==> config.mk <==
export PLATFORM = sky130hd
export DESIGN_NAME = buzzer_melody_sequencer_core_flat
export DESIGN_NICKNAME = d
export VERILOG_FILES = /design/src/hw/rtl/bms_pkg.sv /design/src/hw/rtl/bms_if.sv /design/src/hw/rtl/bms_note_rom.sv /design/src/hw/rtl/buzzer_melody_sequencer_core.sv /design/src/flat_wrapper.sv
export SDC_FILE = /design/constraint.sdc
export NUM_CORES = 1
export LEC_CHECK = 0
export CAP_MARGIN = 20
export CORE_UTILIZATION = 45
export CTS_CLUSTER_DIAMETER = 60
export DETAILED_ROUTE_END_ITERATION = 12
export DONT_BUFFER_PORTS = 1
export SYNTH_ARGS = -nofsm -noshare
export SYNTH_HDL_FRONTEND = slang
export SYNTH_SLANG_ARGS = --single-unit
==> constraint.sdc <==
create_clock -name i_clk -period 4.1 [get_ports i_clk]
set_clock_uncertainty 0.05 [all_clocks]
set_input_delay 0.82 -clock i_clk [delete_from_list [all_inputs] [get_ports i_clk]]
set_output_delay 0.82 -clock i_clk [all_outputs]
set_load 0.01 [all_outputs]
==> src/hw/rtl/bms_pkg.sv <==
`timescale 1ns / 1ps
`default_nettype none

package bms_pkg;

    // Action codes carried on the input channel.
    localparam logic [1:0] ACT_TICK = 2'd0;
    localparam logic [1:0] ACT_PLAY = 2'd1;
    localparam logic [1:0] ACT_STOP = 2'd2;

    localparam int unsigned MELODY_COUNT        = 5;
    localparam int unsigned TIMER_CLOCK_HZ_DFLT = 1000000;

    // Tone codes stored in the melody ROM. The timer values of each tone
    // are worked out from the timer clock when the design is elaborated.
    typedef enum logic [2:0] {
        TONE_REST = 3'd0,
        TONE_1K   = 3'd1,
        TONE_2K   = 3'd2,
        TONE_3K   = 3'd3,
        TONE_3K5  = 3'd4,
        TONE_4K   = 3'd5,
        TONE_5K   = 3'd6
    } t_tone;

    typedef struct packed {
        t_tone      tone;
        logic [8:0] dur;
    } t_rom_entry;

    // Decoded note as seen by the sequencer.
    typedef struct packed {
        logic       last;
        logic       rest;
        logic [9:0] reload;
        logic [8:0] compare;
        logic [8:0] dur;
    } t_note;

    // Melody ROM. A rest with zero duration ends a melody; every slot past
    // the stored entries, and every invalid melody, reads as that terminator.
    function automatic t_rom_entry melody_entry(input logic [2:0] melody,
                                                input logic [2:0] index);
        t_rom_entry e;
        e = '{tone: TONE_REST, dur: 9'd0};
        unique case ({melody, index})
            {3'd0, 3'd0}: e = '{tone: TONE_3K,  dur: 9'd200};
            {3'd0, 3'd1}: e = '{tone: TONE_3K5, dur: 9'd200};
            {3'd0, 3'd2}: e = '{tone: TONE_4K,  dur: 9'd400};
            {3'd1, 3'd0}: e = '{tone: TONE_4K,  dur: 9'd100};
            {3'd1, 3'd1}: e = '{tone: TONE_REST, dur: 9'd50};
            {3'd2, 3'd0}: e = '{tone: TONE_2K,  dur: 9'd300};
            {3'd2, 3'd1}: e = '{tone: TONE_REST, dur: 9'd100};
            {3'd2, 3'd2}: e = '{tone: TONE_4K,  dur: 9'd200};
            {3'd2, 3'd3}: e = '{tone: TONE_REST, dur: 9'd100};
            {3'd2, 3'd4}: e = '{tone: TONE_4K,  dur: 9'd400};
            {3'd3, 3'd0}: e = '{tone: TONE_4K,  dur: 9'd100};
            {3'd3, 3'd1}: e = '{tone: TONE_3K,  dur: 9'd100};
            {3'd3, 3'd2}: e = '{tone: TONE_2K,  dur: 9'd100};
            {3'd3, 3'd3}: e = '{tone: TONE_1K,  dur: 9'd200};
            {3'd4, 3'd0}: e = '{tone: TONE_4K,  dur: 9'd100};
            {3'd4, 3'd1}: e = '{tone: TONE_REST, dur: 9'd50};
            {3'd4, 3'd2}: e = '{tone: TONE_4K,  dur: 9'd100};
            {3'd4, 3'd3}: e = '{tone: TONE_5K,  dur: 9'd150};
            {3'd4, 3'd4}: e = '{tone: TONE_4K,  dur: 9'd200};
            default:      e = '{tone: TONE_REST, dur: 9'd0};
        endcase
        return e;
    endfunction

    // Reload is the period minus one, saturated to ten bits.
    function automatic logic [9:0] sat_reload(input int unsigned q);
        logic [9:0] r;
        if (q == 0) begin
            r = 10'd0;
        end else if (q - 1 > 1023) begin
            r = 10'd1023;
        end else begin
            r = 10'(q - 1);
        end
        return r;
    endfunction

    // Compare is half the period, saturated to nine bits.
    function automatic logic [8:0] sat_compare(input int unsigned q);
        logic [8:0] c;
        if ((q >> 1) > 511) begin
            c = 9'd511;
        end else begin
            c = 9'(q >> 1);
        end
        return c;
    endfunction

endpackage

`default_nettype wire

==> src/hw/rtl/bms_if.sv <==
`timescale 1ns / 1ps
`default_nettype none

interface bms_in_if;
    logic       valid;
    logic       ready;
    logic [1:0] action;
    logic [2:0] melody_select;

    modport source (output valid, output action, output melody_select, input ready);
    modport sink   (input valid, input action, input melody_select, output ready);
endinterface

interface bms_out_if;
    logic       valid;
    logic       ready;
    logic       tone_on;
    logic [9:0] reload_value;
    logic [8:0] compare_value;
    logic       timer_load;
    logic       playing;

    modport source (output valid, output tone_on, output reload_value,
                    output compare_value, output timer_load, output playing,
                    input ready);
    modport sink   (input valid, input tone_on, input reload_value,
                    input compare_value, input timer_load, input playing,
                    output ready);
endinterface

`default_nettype wire

==> src/hw/rtl/bms_note_rom.sv <==
`timescale 1ns / 1ps
`default_nettype none

module bms_note_rom
    import bms_pkg::*;
#(
    parameter int unsigned TIMER_CLOCK_HZ = TIMER_CLOCK_HZ_DFLT
) (
    input  wire logic [2:0] i_melody,
    input  wire logic [2:0] i_index,
    output t_note           o_note
);

    // Timer quotients per tone, fixed at elaboration.
    localparam int unsigned Q_1K  = TIMER_CLOCK_HZ / 1000;
    localparam int unsigned Q_2K  = TIMER_CLOCK_HZ / 2000;
    localparam int unsigned Q_3K  = TIMER_CLOCK_HZ / 3000;
    localparam int unsigned Q_3K5 = TIMER_CLOCK_HZ / 3500;
    localparam int unsigned Q_4K  = TIMER_CLOCK_HZ / 4000;
    localparam int unsigned Q_5K  = TIMER_CLOCK_HZ / 5000;

    t_rom_entry w_entry;

    always_comb begin
        w_entry        = melody_entry(i_melody, i_index);
        o_note.dur     = w_entry.dur;
        o_note.rest    = (w_entry.tone == TONE_REST);
        o_note.last    = (w_entry.tone == TONE_REST) && (w_entry.dur == 9'd0);
        unique case (w_entry.tone)
            TONE_1K: begin
                o_note.reload  = sat_reload(Q_1K);
                o_note.compare = sat_compare(Q_1K);
            end
            TONE_2K: begin
                o_note.reload  = sat_reload(Q_2K);
                o_note.compare = sat_compare(Q_2K);
            end
            TONE_3K: begin
                o_note.reload  = sat_reload(Q_3K);
                o_note.compare = sat_compare(Q_3K);
            end
            TONE_3K5: begin
                o_note.reload  = sat_reload(Q_3K5);
                o_note.compare = sat_compare(Q_3K5);
            end
            TONE_4K: begin
                o_note.reload  = sat_reload(Q_4K);
                o_note.compare = sat_compare(Q_4K);
            end
            TONE_5K: begin
                o_note.reload  = sat_reload(Q_5K);
                o_note.compare = sat_compare(Q_5K);
            end
            default: begin
                o_note.reload  = 10'd0;
                o_note.compare = 9'd0;
            end
        endcase
    end

endmodule

`default_nettype wire

==> src/hw/rtl/buzzer_melody_sequencer_core.sv <==
// A beat accepted at the input passes the input register, then the state
// update and the result register. Throughput: one beat per cycle while the
// sink takes results; the only path is the note ROM lookup and a 9-bit counter
// add and compare between the input and result registers.
// Reset (i_rst_n, synchronous, active low) clears the sequencer state, the
// timer values and both valid flags; the block takes beats right after it.
`timescale 1ns / 1ps
`default_nettype none

module buzzer_melody_sequencer_core
    import bms_pkg::*;
#(
    parameter int unsigned TIMER_CLOCK_HZ = TIMER_CLOCK_HZ_DFLT
) (
    input  wire logic i_clk,
    input  wire logic i_rst_n,
    bms_in_if.sink    i_in,
    bms_out_if.source o_out
);

    // Input register stage.
    logic       r_in_valid;
    logic [1:0] r_in_action;
    logic [2:0] r_in_sel;

    // Sequencer state.
    logic [2:0] r_melody, n_melody;
    logic [2:0] r_index,  n_index;
    logic [8:0] r_count,  n_count;
    logic       r_playing, n_playing;
    logic       r_tone,   n_tone;
    logic [9:0] r_period, n_period;
    logic [8:0] r_compare, n_compare;
    logic       n_load;

    // Result register stage.
    logic       r_out_valid;
    logic       r_out_tone;
    logic [9:0] r_out_reload;
    logic [8:0] r_out_compare;
    logic       r_out_load;
    logic       r_out_playing;

    logic       w_out_free;
    logic       w_adv;
    logic [8:0] w_count_inc;
    t_note      w_note;

    // The result register can take a new beat when it is empty or being
    // drained this cycle; the input register advances whenever it can.
    assign w_out_free = !r_out_valid || o_out.ready;
    assign w_adv      = r_in_valid && w_out_free;
    assign i_in.ready = !r_in_valid || w_out_free;

    always_ff @(posedge i_clk) begin
        if (!i_rst_n) begin
            r_in_valid <= 1'b0;
        end else if (i_in.ready) begin
            r_in_valid <= i_in.valid;
        end
    end

    always_ff @(posedge i_clk) begin
        if (i_in.valid && i_in.ready) begin
            r_in_action <= i_in.action;
            r_in_sel    <= i_in.melody_select;
        end
    end

    // The current note of the current melody, with its timer values.
    bms_note_rom #(
        .TIMER_CLOCK_HZ(TIMER_CLOCK_HZ)
    ) u_note_rom (
        .i_melody(r_melody),
        .i_index (r_index),
        .o_note  (w_note)
    );

    assign w_count_inc = r_count + 9'd1;

    // One beat of sequencer work. A play beat first stops what is running,
    // which switches the tone off only if a melody was in progress. A tick
    // steps the note counter; the first tick of a note programs the timer
    // or, for a rest, silences it. An invalid melody only drops the playing
    // flag and leaves the tone as it was.
    always_comb begin
        n_melody  = r_melody;
        n_index   = r_index;
        n_count   = r_count;
        n_playing = r_playing;
        n_tone    = r_tone;
        n_period  = r_period;
        n_compare = r_compare;
        n_load    = 1'b0;
        unique case (r_in_action)
            ACT_PLAY: begin
                if (r_playing) begin
                    n_tone = 1'b0;
                end
                n_melody  = r_in_sel;
                n_index   = 3'd0;
                n_count   = 9'd0;
                n_playing = 1'b1;
            end
            ACT_STOP: begin
                n_tone    = 1'b0;
                n_playing = 1'b0;
                n_index   = 3'd0;
                n_count   = 9'd0;
            end
            ACT_TICK: begin
                if (r_playing) begin
                    if (r_melody >= 3'(MELODY_COUNT)) begin
                        n_playing = 1'b0;
                    end else if (w_note.last) begin
                        n_tone    = 1'b0;
                        n_playing = 1'b0;
                        n_index   = 3'd0;
                        n_count   = 9'd0;
                    end else begin
                        n_count = w_count_inc;
                        if (w_count_inc == 9'd1) begin
                            if (w_note.rest) begin
                                n_tone = 1'b0;
                            end else begin
                                n_period  = w_note.reload;
                                n_compare = w_note.compare;
                                n_tone    = 1'b1;
                                n_load    = 1'b1;
                            end
                        end
                        if (w_count_inc >= w_note.dur) begin
                            n_index = r_index + 3'd1;
                            n_count = 9'd0;
                        end
                    end
                end
            end
            default: begin
                // Unused action code: the state holds.
            end
        endcase
    end

    always_ff @(posedge i_clk) begin
        if (!i_rst_n) begin
            r_melody  <= 3'd0;
            r_index   <= 3'd0;
            r_count   <= 9'd0;
            r_playing <= 1'b0;
            r_tone    <= 1'b0;
            r_period  <= 10'd0;
            r_compare <= 9'd0;
        end else if (w_adv) begin
            r_melody  <= n_melody;
            r_index   <= n_index;
            r_count   <= n_count;
            r_playing <= n_playing;
            r_tone    <= n_tone;
            r_period  <= n_period;
            r_compare <= n_compare;
        end
    end

    // Result register: holds a finished beat until the sink takes it.
    always_ff @(posedge i_clk) begin
        if (!i_rst_n) begin
            r_out_valid <= 1'b0;
        end else if (w_out_free) begin
            r_out_valid <= r_in_valid;
        end
    end

    always_ff @(posedge i_clk) begin
        if (w_adv) begin
            r_out_tone    <= n_tone;
            r_out_reload  <= n_period;
            r_out_compare <= n_compare;
            r_out_load    <= n_load;
            r_out_playing <= n_playing;
        end
    end

    assign o_out.valid         = r_out_valid;
    assign o_out.tone_on       = r_out_tone;
    assign o_out.reload_value  = r_out_reload;
    assign o_out.compare_value = r_out_compare;
    assign o_out.timer_load    = r_out_load;
    assign o_out.playing       = r_out_playing;

    // A beat that reprogrammed the timer always leaves the tone running.
    a_load_tone: assert property (@(posedge i_clk) disable iff (!i_rst_n)
        (o_out.valid && o_out.timer_load) |-> o_out.tone_on)
        else $error("timer load reported with the tone off");

    // A stop beat leaves the sequencer silent and idle.
    a_stop_idle: assert property (@(posedge i_clk) disable iff (!i_rst_n)
        (w_adv && r_in_action == ACT_STOP) |=> (!r_playing && !r_tone))
        else $error("stop did not silence the sequencer");

    // The note counter only runs while a melody is in progress.
    a_count_idle: assert property (@(posedge i_clk) disable iff (!i_rst_n)
        !r_playing |-> (r_count == 9'd0))
        else $error("note counter nonzero while idle");

endmodule

`default_nettype wire

==> src/flat_wrapper.sv <==
// flat-port wrapper written by rule: the top's interface ports become plain ports
module buzzer_melody_sequencer_core_flat import bms_pkg::*;
#(
    parameter int unsigned TIMER_CLOCK_HZ = TIMER_CLOCK_HZ_DFLT
)
  (i_clk, i_rst_n, i_in_valid, i_in_action, i_in_melody_select, i_in_ready, o_out_valid, o_out_tone_on, o_out_reload_value, o_out_compare_value, o_out_timer_load, o_out_playing, o_out_ready);
  bms_in_if i_in_i ();
  bms_out_if o_out_i ();
  input  wire logic i_clk;
  input  wire logic i_rst_n;
  input wire logic [$bits(i_in_i.valid)-1:0] i_in_valid;
  input wire logic [$bits(i_in_i.action)-1:0] i_in_action;
  input wire logic [$bits(i_in_i.melody_select)-1:0] i_in_melody_select;
  output wire logic [$bits(i_in_i.ready)-1:0] i_in_ready;
  output wire logic [$bits(o_out_i.valid)-1:0] o_out_valid;
  output wire logic [$bits(o_out_i.tone_on)-1:0] o_out_tone_on;
  output wire logic [$bits(o_out_i.reload_value)-1:0] o_out_reload_value;
  output wire logic [$bits(o_out_i.compare_value)-1:0] o_out_compare_value;
  output wire logic [$bits(o_out_i.timer_load)-1:0] o_out_timer_load;
  output wire logic [$bits(o_out_i.playing)-1:0] o_out_playing;
  input wire logic [$bits(o_out_i.ready)-1:0] o_out_ready;
  assign i_in_i.valid = i_in_valid;
  assign i_in_i.action = i_in_action;
  assign i_in_i.melody_select = i_in_melody_select;
  assign i_in_ready = i_in_i.ready;
  assign o_out_valid = o_out_i.valid;
  assign o_out_tone_on = o_out_i.tone_on;
  assign o_out_reload_value = o_out_i.reload_value;
  assign o_out_compare_value = o_out_i.compare_value;
  assign o_out_timer_load = o_out_i.timer_load;
  assign o_out_playing = o_out_i.playing;
  assign o_out_i.ready = o_out_ready;
  buzzer_melody_sequencer_core #(.TIMER_CLOCK_HZ(TIMER_CLOCK_HZ)) u_core (.i_clk(i_clk), .i_rst_n(i_rst_n), .i_in(i_in_i), .o_out(o_out_i));
endmodule
==> impl_metrics.py <==
metrics = {
    "drt": {
        "routed_wl_mm": 8.68,
        "antenna_left": 0,
        "dr.pass1.iters": 4,
        "wire_per_inst_um": 16.5,
        "drc": 0,
        "drt_iter0_drc": 242,
        "num_vias": 3065,
        "avgViaCountPerCell": 5.84,
    },
    "timing": {
        "fmax_mhz": 286,
        "finalCriticalPeriod_ns": 3.49,
        "finalSetupTns_ns": 0,
        "finalCritPeriodShare": 0.852,
        "setup_viol": 0,
        "setup_ws_ns": 0.607,
        "slew_violations": 0,
        "relSlewSlack": 0.395,
        "worstMarginPinSlew_ns": 0.907,
        "rsz0062_at_grt": "no",
        "hold_viol_final": 0,
    },
    "power_and_ir_drop": {
        "ir_worst_vdd_v": 0.000277,
        "leakage_nw": 1.57,
        "cellPowerDensity_mw_per_mm2": 343,
    },
    "logic_synthesis": {
        "synth_cell_types": 69,
        "avgSynthCellArea_um2": 9.09,
        "synth-simple-area-share": 0.235,
        "yosys_warnings": 0,
        "synth_mux_area_frac": 0.0138,
        "async_flop_share": 0,
        "ys_seq_area_frac": 0.412,
        "ys.flop_type": "dfxtp_1",
        "synth.ff_latch_count": 65,
        "synth_nets": 447,
        "synthAdderAreaFrac": 0.0624,
        "synth-edff-count": 27,
        "synth_xor_area_frac": 0.0204,
        "synth_compound_area_frac": 0.200,
        "synth_top_family_by_area": "simple AND/OR/NAND/NOR gates",
        "syn_inst": 419,
        "synth_area_mm2": 0.00381,
    },
    "placement": {
        "dpl.hpwl_mm": 6.22,
        "dpl_worst_slack_ns": 0.650,
        "port_buffers": 0,
        "gp_congestion": 0.907,
        "place_area_mm2": 0.00385,
    },
    "cells_and_area": {
        "n_antenna_cell": 0,
        "n_fill_cell": 750,
        "fin_area_mm2": 0.00407,
        "final_nets": 443,
        "drive_gt1_frac": 0.100,
        "syn2layout_area_growth_pct": 6.80,
    },
    "grt": {
        "grt_max_degree": 22,
        "use_met1": 0.300,
        "grt_pass1_vias": 2742,
        "gr-usage-all-layers": 0.210,
        "use_met3": 0.0453,
        "antenna_found_initial": 0,
        "busiest_layer": "met2",
        "grt-ovfl-total": 0,
        "grtUsageMet2": 0.308,
        "grt_pass1_wl_mm": 14.2,
    },
    "critical_path": {
        "cp_slowest_cell": "dfxtp_1",
        "critPathMaxFanout": 10,
        "path_common_cell": "ha_1",
        "cp-start-kind": "flip-flop",
        "arrival_ns": 3.69,
        "ff2ff_setup_slack_ns": 0.61,
        "max_stage_delay_ns": 0.53,
        "cp-end-kind": "flip-flop",
        "cp.required_ns": 4.30,
        "path_cells": "inv_1, ha_1, nor2b_1, a2111oi_2, nor2_1, ha_1, o21ai_0, a31oi_1, o41ai_1, nand3_1, a21oi_4, nor2b_2, o32ai_1",
        "crit_type": "flip-flop to flip-flop",
    },
    "floorplanning": {
        "io_pins": 33,
        "core_mm2": 0.00822,
        "rows": 33,
        "die_area_mm2": 0.00884,
        "initial_core_util": 0.464,
        "die_w_um": 94.0,
        "die_h_um": 94.0,
    },
    "clock_tree": {
        "clk_pin_slew_ns": 0.08,
        "insertion_delay_ns": 0.34,
        "ctsHoldBuffers": 0,
        "cts_resized": 0,
        "htreeDepth": 3,
        "cts_tree": "done",
        "postCtsSetupBuffers": 0,
        "numCtsBuffers": 9,
        "cts-root-buf": "clkbuf_8",
        "cts.sinks": 65,
        "clk_path_buf_depth": 2,
    },
    "min_path": {
        "hp-class": "flip-flop to flip-flop",
    },
    "job": {
        "maxCapViolCount": 0,
    },
    "status": {
        "run_status": "finished clean",
    },
}
-- kinds of logic (layout without fill, tap and decap cells) --
| family | after synthesis | count (layout) |
|---|---|---|
| flops | 65 | 65 |
| fa+ha+maj | 19 | 19 |
| compound gates | 108 | 108 |
| buf+inv | 42 | 43 |
| mux | 5 | 5 |
| xor+xnor | 8 | 8 |
| simple gates | 172 | 172 |
-- path summary, 6_finish.rpt --
path | start | depth (start not counted) | to
hold / removal | u_core.r_compare[1]$_SDFFE_PN0P_ | 2 | u_core.r_compare[1]$_SDFFE_PN0P_
setup reg to reg | u_core.r_index[0]$_SDFFE_PN0P_ | 13 | u_core.r_index[1]$_SDFFE_PN0P_
setup / recovery | u_core.r_index[0]$_SDFFE_PN0P_ | 13 | u_core.r_index[1]$_SDFFE_PN0P_
hold reg to reg | u_core.r_compare[1]$_SDFFE_PN0P_ | 2 | u_core.r_compare[1]$_SDFFE_PN0P_
-- power by group --
| part | leakage (nW) | total [mW] | internal (mW) | switching [mW] |
|---|---|---|---|---|
| Clock | 0.113 | 0.615 | 0.359 | 0.257 |
| Sequential | 0.569 | 0.704 | 0.689 | 0.0153 |
| Combinational | 0.890 | 0.0758 | 0.0243 | 0.0515 |
-- routing by layer --
layer  up-vias  wire length [µm]
met5         -                 0
met4         0               171
met3        21               394
met2       100              3810
met1      1445              4300
li1       1499                 -
-- layout make-up --
type                            instances  area [µm²]  share of cell area
Multi-Input combinational cell        312        2030               0.498
Sequential cell                        65        1570               0.386
Clock buffer                           11         141              0.0347
Tap cell                              105         131              0.0323
Inverter                               22        82.6              0.0203
Clock inverter                          5        78.8              0.0194
Timing Repair Buffer                    5        37.5             0.00923
-- synthesized netlist by cell type, types with 3 or more instances --
cell / count / area share
a211oi_1: 3 / 0.0059
a211oi_2: 3 / 0.0099
a21o_1: 5 / 0.0099
a21oi_1: 33 / 0.043
a31oi_1: 3 / 0.0049
a32o_1: 7 / 0.018
and2_1: 7 / 0.011
and3_1: 3 / 0.0049
buf_2: 8 / 0.011
buf_4: 4 / 0.0079
buf_6: 4 / 0.012
clkbuf_1: 4 / 0.0039
dfxtp_1: 38 / 0.20
edfxtp_1: 27 / 0.21
ha_1: 19 / 0.062
inv_1: 22 / 0.022
mux2i_1: 3 / 0.0079
nand2_1: 42 / 0.041
nand2b_1: 9 / 0.015
nand3_1: 16 / 0.021
nand3b_1: 5 / 0.0099
nor2_1: 52 / 0.051
nor2b_1: 4 / 0.0066
nor3_1: 5 / 0.0066
nor4_1: 3 / 0.0049
o211ai_1: 3 / 0.0059
o21ai_0: 21 / 0.028
o32ai_1: 3 / 0.0069
or3_1: 3 / 0.0049
or3b_1: 4 / 0.0092
xnor2_1: 5 / 0.011
-- placed cells by master (no fill, tap or decap), types with 3 or more instances in the layout --
cell type and n:
a211oi_1 3, a211oi_2 3, a21o_1 5, a21oi_1 33, a31oi_1 3, a32o_1 7, and2_1 7, and3_1 3
buf_4 5, clkbuf_8 10, dfxtp_1 38, edfxtp_1 27, ha_1 19, inv_1 22, mux2i_1 3, nand2_1 42
nand2b_1 9, nand3_1 16, nand3b_1 5, nor2_1 52, nor2b_1 4, nor3_1 5, nor4_1 3, o211ai_1 3
o21ai_0 21, o32ai_1 3, or3_1 3, or3b_1 4, xnor2_1 5
-- registers in the layout (all words and copies together) (netlist names), 2 cells and up --
| signal | cells |
|---|---|
| u_core.o_out.compare_value | 9 |
| u_core.o_out.reload_value | 10 |
| u_core.r_compare | 9 |
| u_core.r_count | 9 |
| u_core.r_in_action | 2 |
| u_core.r_in_sel | 3 |
| u_core.r_index | 3 |
| u_core.r_melody | 3 |
| u_core.r_period | 10 |
-- stage by stage --
stage,util,hold WS [ns],instances,power [mW]
finish,0.495,0.401,525,1.40
global route,0.495,0.422,525,1.44
CTS,0.495,0.402,525,1.40
detailed placement,0.468,0.391,509,0.795
global placement,0.468,0.386,509,0.794
floorplan,-,0.374,419,0.778
-- worst max-delay path: cells and delay by family (launching register included) --
family | cells | cell delay (ns)
compound gates | 6 | 1.53
fa+ha+maj | 2 | 0.51
buf+inv | 1 | 0.19
flops | 1 | 0.53
simple gates | 4 | 0.57
No activity file was read; power rests on OpenSTA's default activity.
